===== config.mk =====
export PLATFORM = sky130hd
export DESIGN_NAME = pwmc_div
export DESIGN_NICKNAME = d
export VERILOG_FILES = /design/src/rtl/pwmc_pkg.sv /design/src/rtl/pwmc_div.sv
export SDC_FILE = /design/constraint.sdc
export NUM_CORES = 2
export LEC_CHECK = 0
export BUFFER_PORTS_ARGS = -buffer_cell sky130_fd_sc_hd__buf_2
export CAP_MARGIN = 10
export CORE_UTILIZATION = 42
export CTS_CLUSTER_DIAMETER = 150
export CTS_CLUSTER_SIZE = 24
export DETAILED_ROUTE_END_ITERATION = 8
export GPL_TIMING_DRIVEN = 0
export SKIP_LAST_GASP = 1
export SLEW_MARGIN = 20
export SYNTH_ARGS = -nofsm -noshare
export SYNTH_HDL_FRONTEND = slang
export SYNTH_SLANG_ARGS = --single-unit

===== constraint.sdc =====
create_clock -name clk -period 3.9 [get_ports clk]
set_clock_uncertainty 0.2 [all_clocks]
set_input_delay 0.195 -clock clk [delete_from_list [all_inputs] [get_ports clk]]
set_output_delay 0.195 -clock clk [all_outputs]
set_load 0.1 [all_outputs]

===== src/rtl/pwmc_pkg.sv =====
`timescale 1ns / 1ps
`default_nettype none
// ----------------------------------------------------------------------------
// pwmc_pkg
// Shared constants and types for the PWM period and duty calculator.
// ----------------------------------------------------------------------------
package pwmc_pkg;

	localparam int DIV_W = 32;

	localparam logic [25:0] FREQ_MAX     = 26'd40000000;
	localparam logic [13:0] DUTY_FULL    = 14'd10000;
	localparam logic [15:0] COUNT_MAX    = 16'hFFFF;
	localparam logic [13:0] SQW_DUTY     = 14'd5000;
	localparam logic [27:0] CLK_RESET    = 28'd48000000;

	// ceil(2^45 / 10000) split in halves; (x * recip) >> 45 == x / 10000 for 32-bit x
	localparam logic [15:0] RECIP_LO     = 16'h1759;
	localparam logic [15:0] RECIP_HI     = 16'hD1B7;

	localparam logic [3:0] MODE_STOP    = 4'd0;
	localparam logic [3:0] MODE_SQW     = 4'd6;
	localparam logic [3:0] MODE_PWM     = 4'd7;
	localparam logic [3:0] ONLY_CHANNEL = 4'd11;

	localparam logic [1:0] ST_OK   = 2'd0;
	localparam logic [1:0] ST_CHAN = 2'd1;
	localparam logic [1:0] ST_MODE = 2'd2;

	localparam logic [3:0] LEN_OK  = 4'd15;
	localparam logic [3:0] LEN_ERR = 4'd8;

	// side data riding along the quotient divider
	typedef struct packed {
		logic [3:0]  func;
		logic [3:0]  chan;
		logic [7:0]  tag;
		logic [13:0] duty;
		logic [27:0] dclk;
		logic [1:0]  k;
	} sb_a_t;

	// side data riding along the pulse computation
	typedef struct packed {
		logic [3:0]  func;
		logic [3:0]  chan;
		logic [7:0]  tag;
		logic [27:0] dclk;
		logic [1:0]  k;
		logic [15:0] period;
	} sb_b_t;

	// side data riding along the frequency and duty dividers
	typedef struct packed {
		logic [3:0]  func;
		logic [3:0]  chan;
		logic [7:0]  tag;
		logic [1:0]  k;
		logic [15:0] period;
		logic [15:0] pulse;
	} sb_c_t;

	typedef struct packed {
		logic [1:0]  status;
		logic [3:0]  reply_length;
		logic [26:0] actual_freq;
		logic [13:0] actual_duty;
		logic [15:0] period_count;
		logic [15:0] pulse_count;
		logic [1:0]  clock_select;
		logic [7:0]  tag_echo;
		logic        start_pair;
		logic        stop_channel;
	} rsp_t;

endpackage
`default_nettype wire


===== src/rtl/pwmc_div.sv =====
`timescale 1ns / 1ps
`default_nettype none
// ----------------------------------------------------------------------------
// pwmc_div
// Pipelined restoring divider, 32 by 32 bits, one quotient bit per stage.
// ----------------------------------------------------------------------------
module pwmc_div (
	input  wire logic        clk,
	input  wire logic        arst_n,
	input  wire logic        en,
	input  wire logic        in_valid,
	input  wire logic [31:0] num,
	input  wire logic [31:0] den,
	output logic             out_valid,
	output logic [31:0]      quo
);

	logic [pwmc_pkg::DIV_W-1:0] v_s;
	logic [31:0] rem_s [pwmc_pkg::DIV_W];
	logic [31:0] nq_s  [pwmc_pkg::DIV_W];
	logic [31:0] den_s [pwmc_pkg::DIV_W];

	logic [31:0] rem_n [pwmc_pkg::DIV_W];
	logic [31:0] nq_n  [pwmc_pkg::DIV_W];
	logic [31:0] den_n [pwmc_pkg::DIV_W];

	always_comb begin
		logic [31:0] pr;
		logic [31:0] pn;
		logic [32:0] trial;
		logic        ge;
		for (int j = 0; j < pwmc_pkg::DIV_W; j++) begin
			if (j == 0) begin
				pr = '0;
				pn = num;
				den_n[j] = den;
			end else begin
				pr = rem_s[j-1];
				pn = nq_s[j-1];
				den_n[j] = den_s[j-1];
			end
			trial = {pr, pn[31]};
			ge = (trial >= {1'b0, den_n[j]});
			rem_n[j] = ge ? 32'(trial - {1'b0, den_n[j]}) : trial[31:0];
			// dividend bits shift out the top, quotient bits shift in below
			nq_n[j] = {pn[30:0], ge};
		end
	end

	always_ff @(posedge clk or negedge arst_n) begin
		if (!arst_n) begin
			v_s <= '0;
		end else if (en) begin
			v_s <= {v_s[pwmc_pkg::DIV_W-2:0], in_valid};
		end
	end

	always_ff @(posedge clk) begin
		if (en) begin
			for (int j = 0; j < pwmc_pkg::DIV_W; j++) begin
				rem_s[j] <= rem_n[j];
				nq_s[j]  <= nq_n[j];
				den_s[j] <= den_n[j];
			end
		end
	end

	assign out_valid = v_s[pwmc_pkg::DIV_W-1];
	assign quo       = nq_s[pwmc_pkg::DIV_W-1];

endmodule
`default_nettype wire

== Word-level counts from Yosys, hierarchy flattened ==
Memory sizes are Yosys's and may differ from the RTL's.
Cells that the tools add are included.

* $add $sub $neg: 32
* Multiply operators: 0
* Divide/modulo/power cells: 0
* $lt $le $gt $ge: 32
* Equality and inequality tests: 0
* Shift operators: 0
* Multiplexer cells: 34
* Bitwise operators: 0
* Reductions and logical operators: 0

{| class="wikitable"
|+ Operator list
! operator !! count
|-
| $mux 32 || 32
|-
| $ge 33x32->1 || 31
|-
| $sub 32x32->32 || 31
|-
| $ge 1x32->1 || 1
|-
| $sub 1x32->32 || 1
|-
| $mux 1 || 2
|}

* Register bits after elaboration: 32
* Latch bits: 0
* RAM bits: 3,072
* ROM bits: 0
* Bits of input ports: 68
* Output and inout port bits: 33
* Word-level logic and storage cells: 102
* Memories: 3

{| class="wikitable"
|+ Memory list
! memory !! depth !! width !! rd ports !! clocked after Yosys merged registers in !! write ports !! RTL line !! source
|-
| den_s || 32 || 32 || 31 || 0 || 32 || pwmc_div.sv:21 || <nowiki>logic [31:0] den_s [pwmc_pkg::DIV_W];</nowiki>
|-
| nq_s || 32 || 32 || 32 || 0 || 32 || pwmc_div.sv:20 || <nowiki>logic [31:0] nq_s [pwmc_pkg::DIV_W];</nowiki>
|-
| rem_s || 32 || 32 || 31 || 0 || 32 || pwmc_div.sv:19 || <nowiki>logic [31:0] rem_s [pwmc_pkg::DIV_W];</nowiki>
|}

== Longest topological paths before layout ==
* Word-level depth: 2
* Depth in mapped cells: 16
* Gate-level depth less buffers: 14

== Worst setup path after synthesis ==
No wires, ideal clock.

* Path kind: register to register
* Start: memory den_s[14][1] (netlist: den_s[0][449])
* End: memory rem_s[15][3] (netlist: rem_s[0][483]) (data pin)
* Setup time: 0.262 ns
* Arrival time: 3.351 ns
* Slack: 0.087 ns
* Cell stages (with the launch flop): 14
* Buffers on the path: 1
* Period minus slack after synthesis: 3.813 ns
* Path through: edfxtp_1 inv_1 ha_1 nor2b_1 o31a_1 o21ai_2 o21ai_1 o41a_1 a221o_1 a31oi_4 o21ai_2 a221o_1 buf_4 mux2_1

{| class="wikitable"
|+ RTL lines
! item !! RTL line
|-
| start: declaration || pwmc_div.sv:21
|-
| end: declaration || pwmc_div.sv:19
|}

==> flow_metrics.tcl <==
set metrics [dict create \
    drt_first_pass_iters 6 \
    die_x_um 608 \
    min_period_over_period_pct 105 \
    cts_max_path_buffers 4 \
    cts_sinks 3040 \
    syn_area_mm2 0.154 \
    arrival_ps 4580 \
    layout-drive-gt1-share_pct 12.2 \
    clock_latency_ps 920 \
    synth_nets 13800 \
    overflow 0 \
    min_path_type "input pin to register" \
    slew_headroom_pct 25.6 \
    cts_tree "built" \
    reg2reg_depth 14 \
    synth_edf_count 3008 \
    ir_worst_vdd_uv 427 \
    core_mm2 0.366 \
    placementRows 222 \
    dp_cells 17600 \
    report.final.setup_viol 55 \
    power_mw 138 \
    crit_path_end_kind "register" \
    finalNonFillerCells 18200 \
    setup.worst_path.start_class "register" \
    status "complete, but fails checks" \
    synthArstFlopShare_pct 1.05 \
    max_clock_freq_mhz 244 \
    ys_dominant_reg_cell "edfxtp_1" \
    grt_pass1_vias 92800 \
    tns_ps -3920 \
    maxCapViolCount 0 \
    vias 97200 \
    ys_seq_elements 3040 \
    grt_max_degree 150 \
    syn_avg_cell_area_um2 12.2 \
    violations "setup timing" \
    ant_nets 0 \
    grt_pass1_wl_um 554000 \
    rsz0062_at_grt "true" \
    wl_per_cell_um 20.1 \
    critical_path_class "register to register" \
    p_per_area_mw_per_mm2 795 \
    track_usage_pct 19.1 \
    path_clk_slew_ps 100 \
    cp_max_fo 5 \
    yosysSeqAreaShare_pct 59.0 \
    synthToLayoutAreaGrowth_pct 12.3 \
    routed_wl_um 367000 \
    fin_nets 14500 \
    ys_warn_count 0 \
    drtIter0Drc 7526 \
    place_congestion 0.879 \
    design.die.area_mm2 0.370 \
    h-tree-depth 4 \
    hold_depth 5 \
    pin_count 101 \
    tightest_slew_ps 1110 \
    synth.distinct_cells 87 \
    fillerInstances 32800 \
    dp_hpwl_um 269000 \
    die_y_um 608 \
    period_minus_slack_ps 4100 \
    port_buffers 100 \
    antenna_found_initial 3 \
    drc 0 \
    numCtsBuffers 149 \
    drv_slew 0 \
    crit_required_ps 4370 \
    final_core_util_pct 47.4 \
    viasPerCell 5.34 \
    synth_cells 12700 \
    initial_core_util_pct 42.2 \
    root_buffer "clkbuf_16" \
    setup_ws_ps -205 \
    p_leak_nw 68.7 \
    hold_viol_final 0 \
]
-- kinds of logic after synthesis --
kind of cell / count (synthesis) / synth area share [%]
adders and majority gates: 1024 / 8.44
and+or+nand+nor: 2584 / 7.82
xor gates and xnor gates: 815 / 4.62
DFF: 3040 / 59.0
AOI/OAI and AO/OA: 3273 / 13.2
buffers and inverters: 1564 / 3.93
muxes: 405 / 2.93
-- through the flow --
| stage | setup slack [ps] | cell area (um^2) | hold WS [ps] |
|---|---|---|---|
| final | -205 | 173000 | 66.3 |
| after global routing | -259 | 173000 | 104 |
| after CTS | -160 | 171000 | 16.3 |
| after detailed placement | -2050 | 162000 | 83.1 |
| after global placement | -47260 | 161000 | 78.9 |
| after floorplan | 86.8 | 154000 | -301 |
-- worst paths after layout --
check                                        start                       to  slack, ps
setup / recovery           den_s[0][449]$_DFFE_PP_  rem_s[0][486]$_DFFE_PP_       -200
hold / removal                                  en  den_s[0][339]$_DFFE_PP_         70
setup reg to reg           den_s[0][449]$_DFFE_PP_  rem_s[0][486]$_DFFE_PP_       -200
hold reg to reg              nq_s[0][22]$_DFFE_PP_    nq_s[0][55]$_DFFE_PP_        190
max in group asynchronous                   arst_n      v_s[19]$_DFFE_PN0P_       3050
min in group asynchronous                   arst_n       v_s[1]$_DFFE_PN0P_        240
-- routing by layer --
layer | global-route usage (%) | wire length [um] | vias up
li1 | - | - | 47900
met1 | 25.4 | 162000 | 47100
met2 | 33.5 | 182000 | 1793
met3 | 1.56 | 12400 | 412
met4 | 5.32 | 10400 | 0
met5 | 0 | 0 | -
-- worst max-delay path, stage by stage (launching register included) --
cell	delay, ps
edfxtp_1	450
inv_2	110
ha_4	210
nor2b_4	120
o31a_1	270
o21ai_2	180
o21ai_2	110
o41a_1	470
a221o_1	370
a31oi_4	240
o21ai_4	80
a221o_2	420
buf_12	160
buf_16	150
mux2_4	300
-- report_power, final --
| part | internal, mW | switching, mW |
|---|---|---|
| registers | 46.8 | 4.81 |
| logic | 30.1 | 38.7 |
| clock network | 7.20 | 10.3 |
| total | 84.1 | 53.8 |
-- synth_stat cells, types with 36 or more instances --
library cell  instances  area (um^2)
ha_1                994        12400
xor2_1              359         3140
and2_1               40          250
clkbuf_1            233          875
nand2_1             897         3370
nor2_1              644         2420
o31a_1               42          368
a21oi_1             990         4950
and3_1               76          475
a21o_1              524         3930
o21bai_1            115          863
a21boi_0             46          345
nand3_1             178          891
a211oi_1             53          398
nand2b_1            112          701
buf_4                36          270
inv_1              1241         4660
nor3_1              145          726
o21a_1              146         1100
nor2b_1             157          982
nand4_1             152          951
xnor2_1             456         3990
o21ai_0             839         4200
o31ai_1              72          541
edfxtp_1           3008        90300
mux2_2              368         4140
a31oi_1              86          538
buf_2                38          190
nor4_1               41          257
-- what timing repair did --
item / CTS / global route
setup endpoints to repair: 1122 / 911
resized for setup: 607 / 503
endpoints found under the hold margin: 531 / 0
pin swaps: 87 / 136
gates cloned: 17 / 5
hold buffers: 142 / 0
buffers inserted: 137 / 115
-- state kept, by name (all words and copies together) (netlist names) --
signal / cells
v_s: 32
rem_s: 992
nq_s: 1024
den_s: 992
-- layout by cell type, fill, tap and decap left out, drive strengths merged, types with 76 or more instances in the layout --
master,instances
a21o,524
a21oi,990
a31oi,87
and3,76
buf,488
clkbuf,379
dlygate4sd3,135
edfxtp,3008
ha,994
inv,1244
mux2,376
nand2,897
nand2b,112
nand3,178
nand4,152
nor2,644
nor2b,157
nor3,145
o21a,146
o21ai,859
o21bai,115
xnor2,456
xor2,359
-- cell type report --
class	count	area, um^2	share of cell area [%]
multi-input cells	8102	60300	34.8
flip-flops and latches	3040	91100	52.6
clock buffers	170	3890	2.24
diodes	1	2.50	0.00144
well taps	4816	6030	3.47
clock inverters	12	164	0.0945
plain buffers	303	2040	1.17
repair buffers	535	5140	2.96
inverters	1243	4690	2.70
Note: power is estimated with default switching activity, not from simulation.
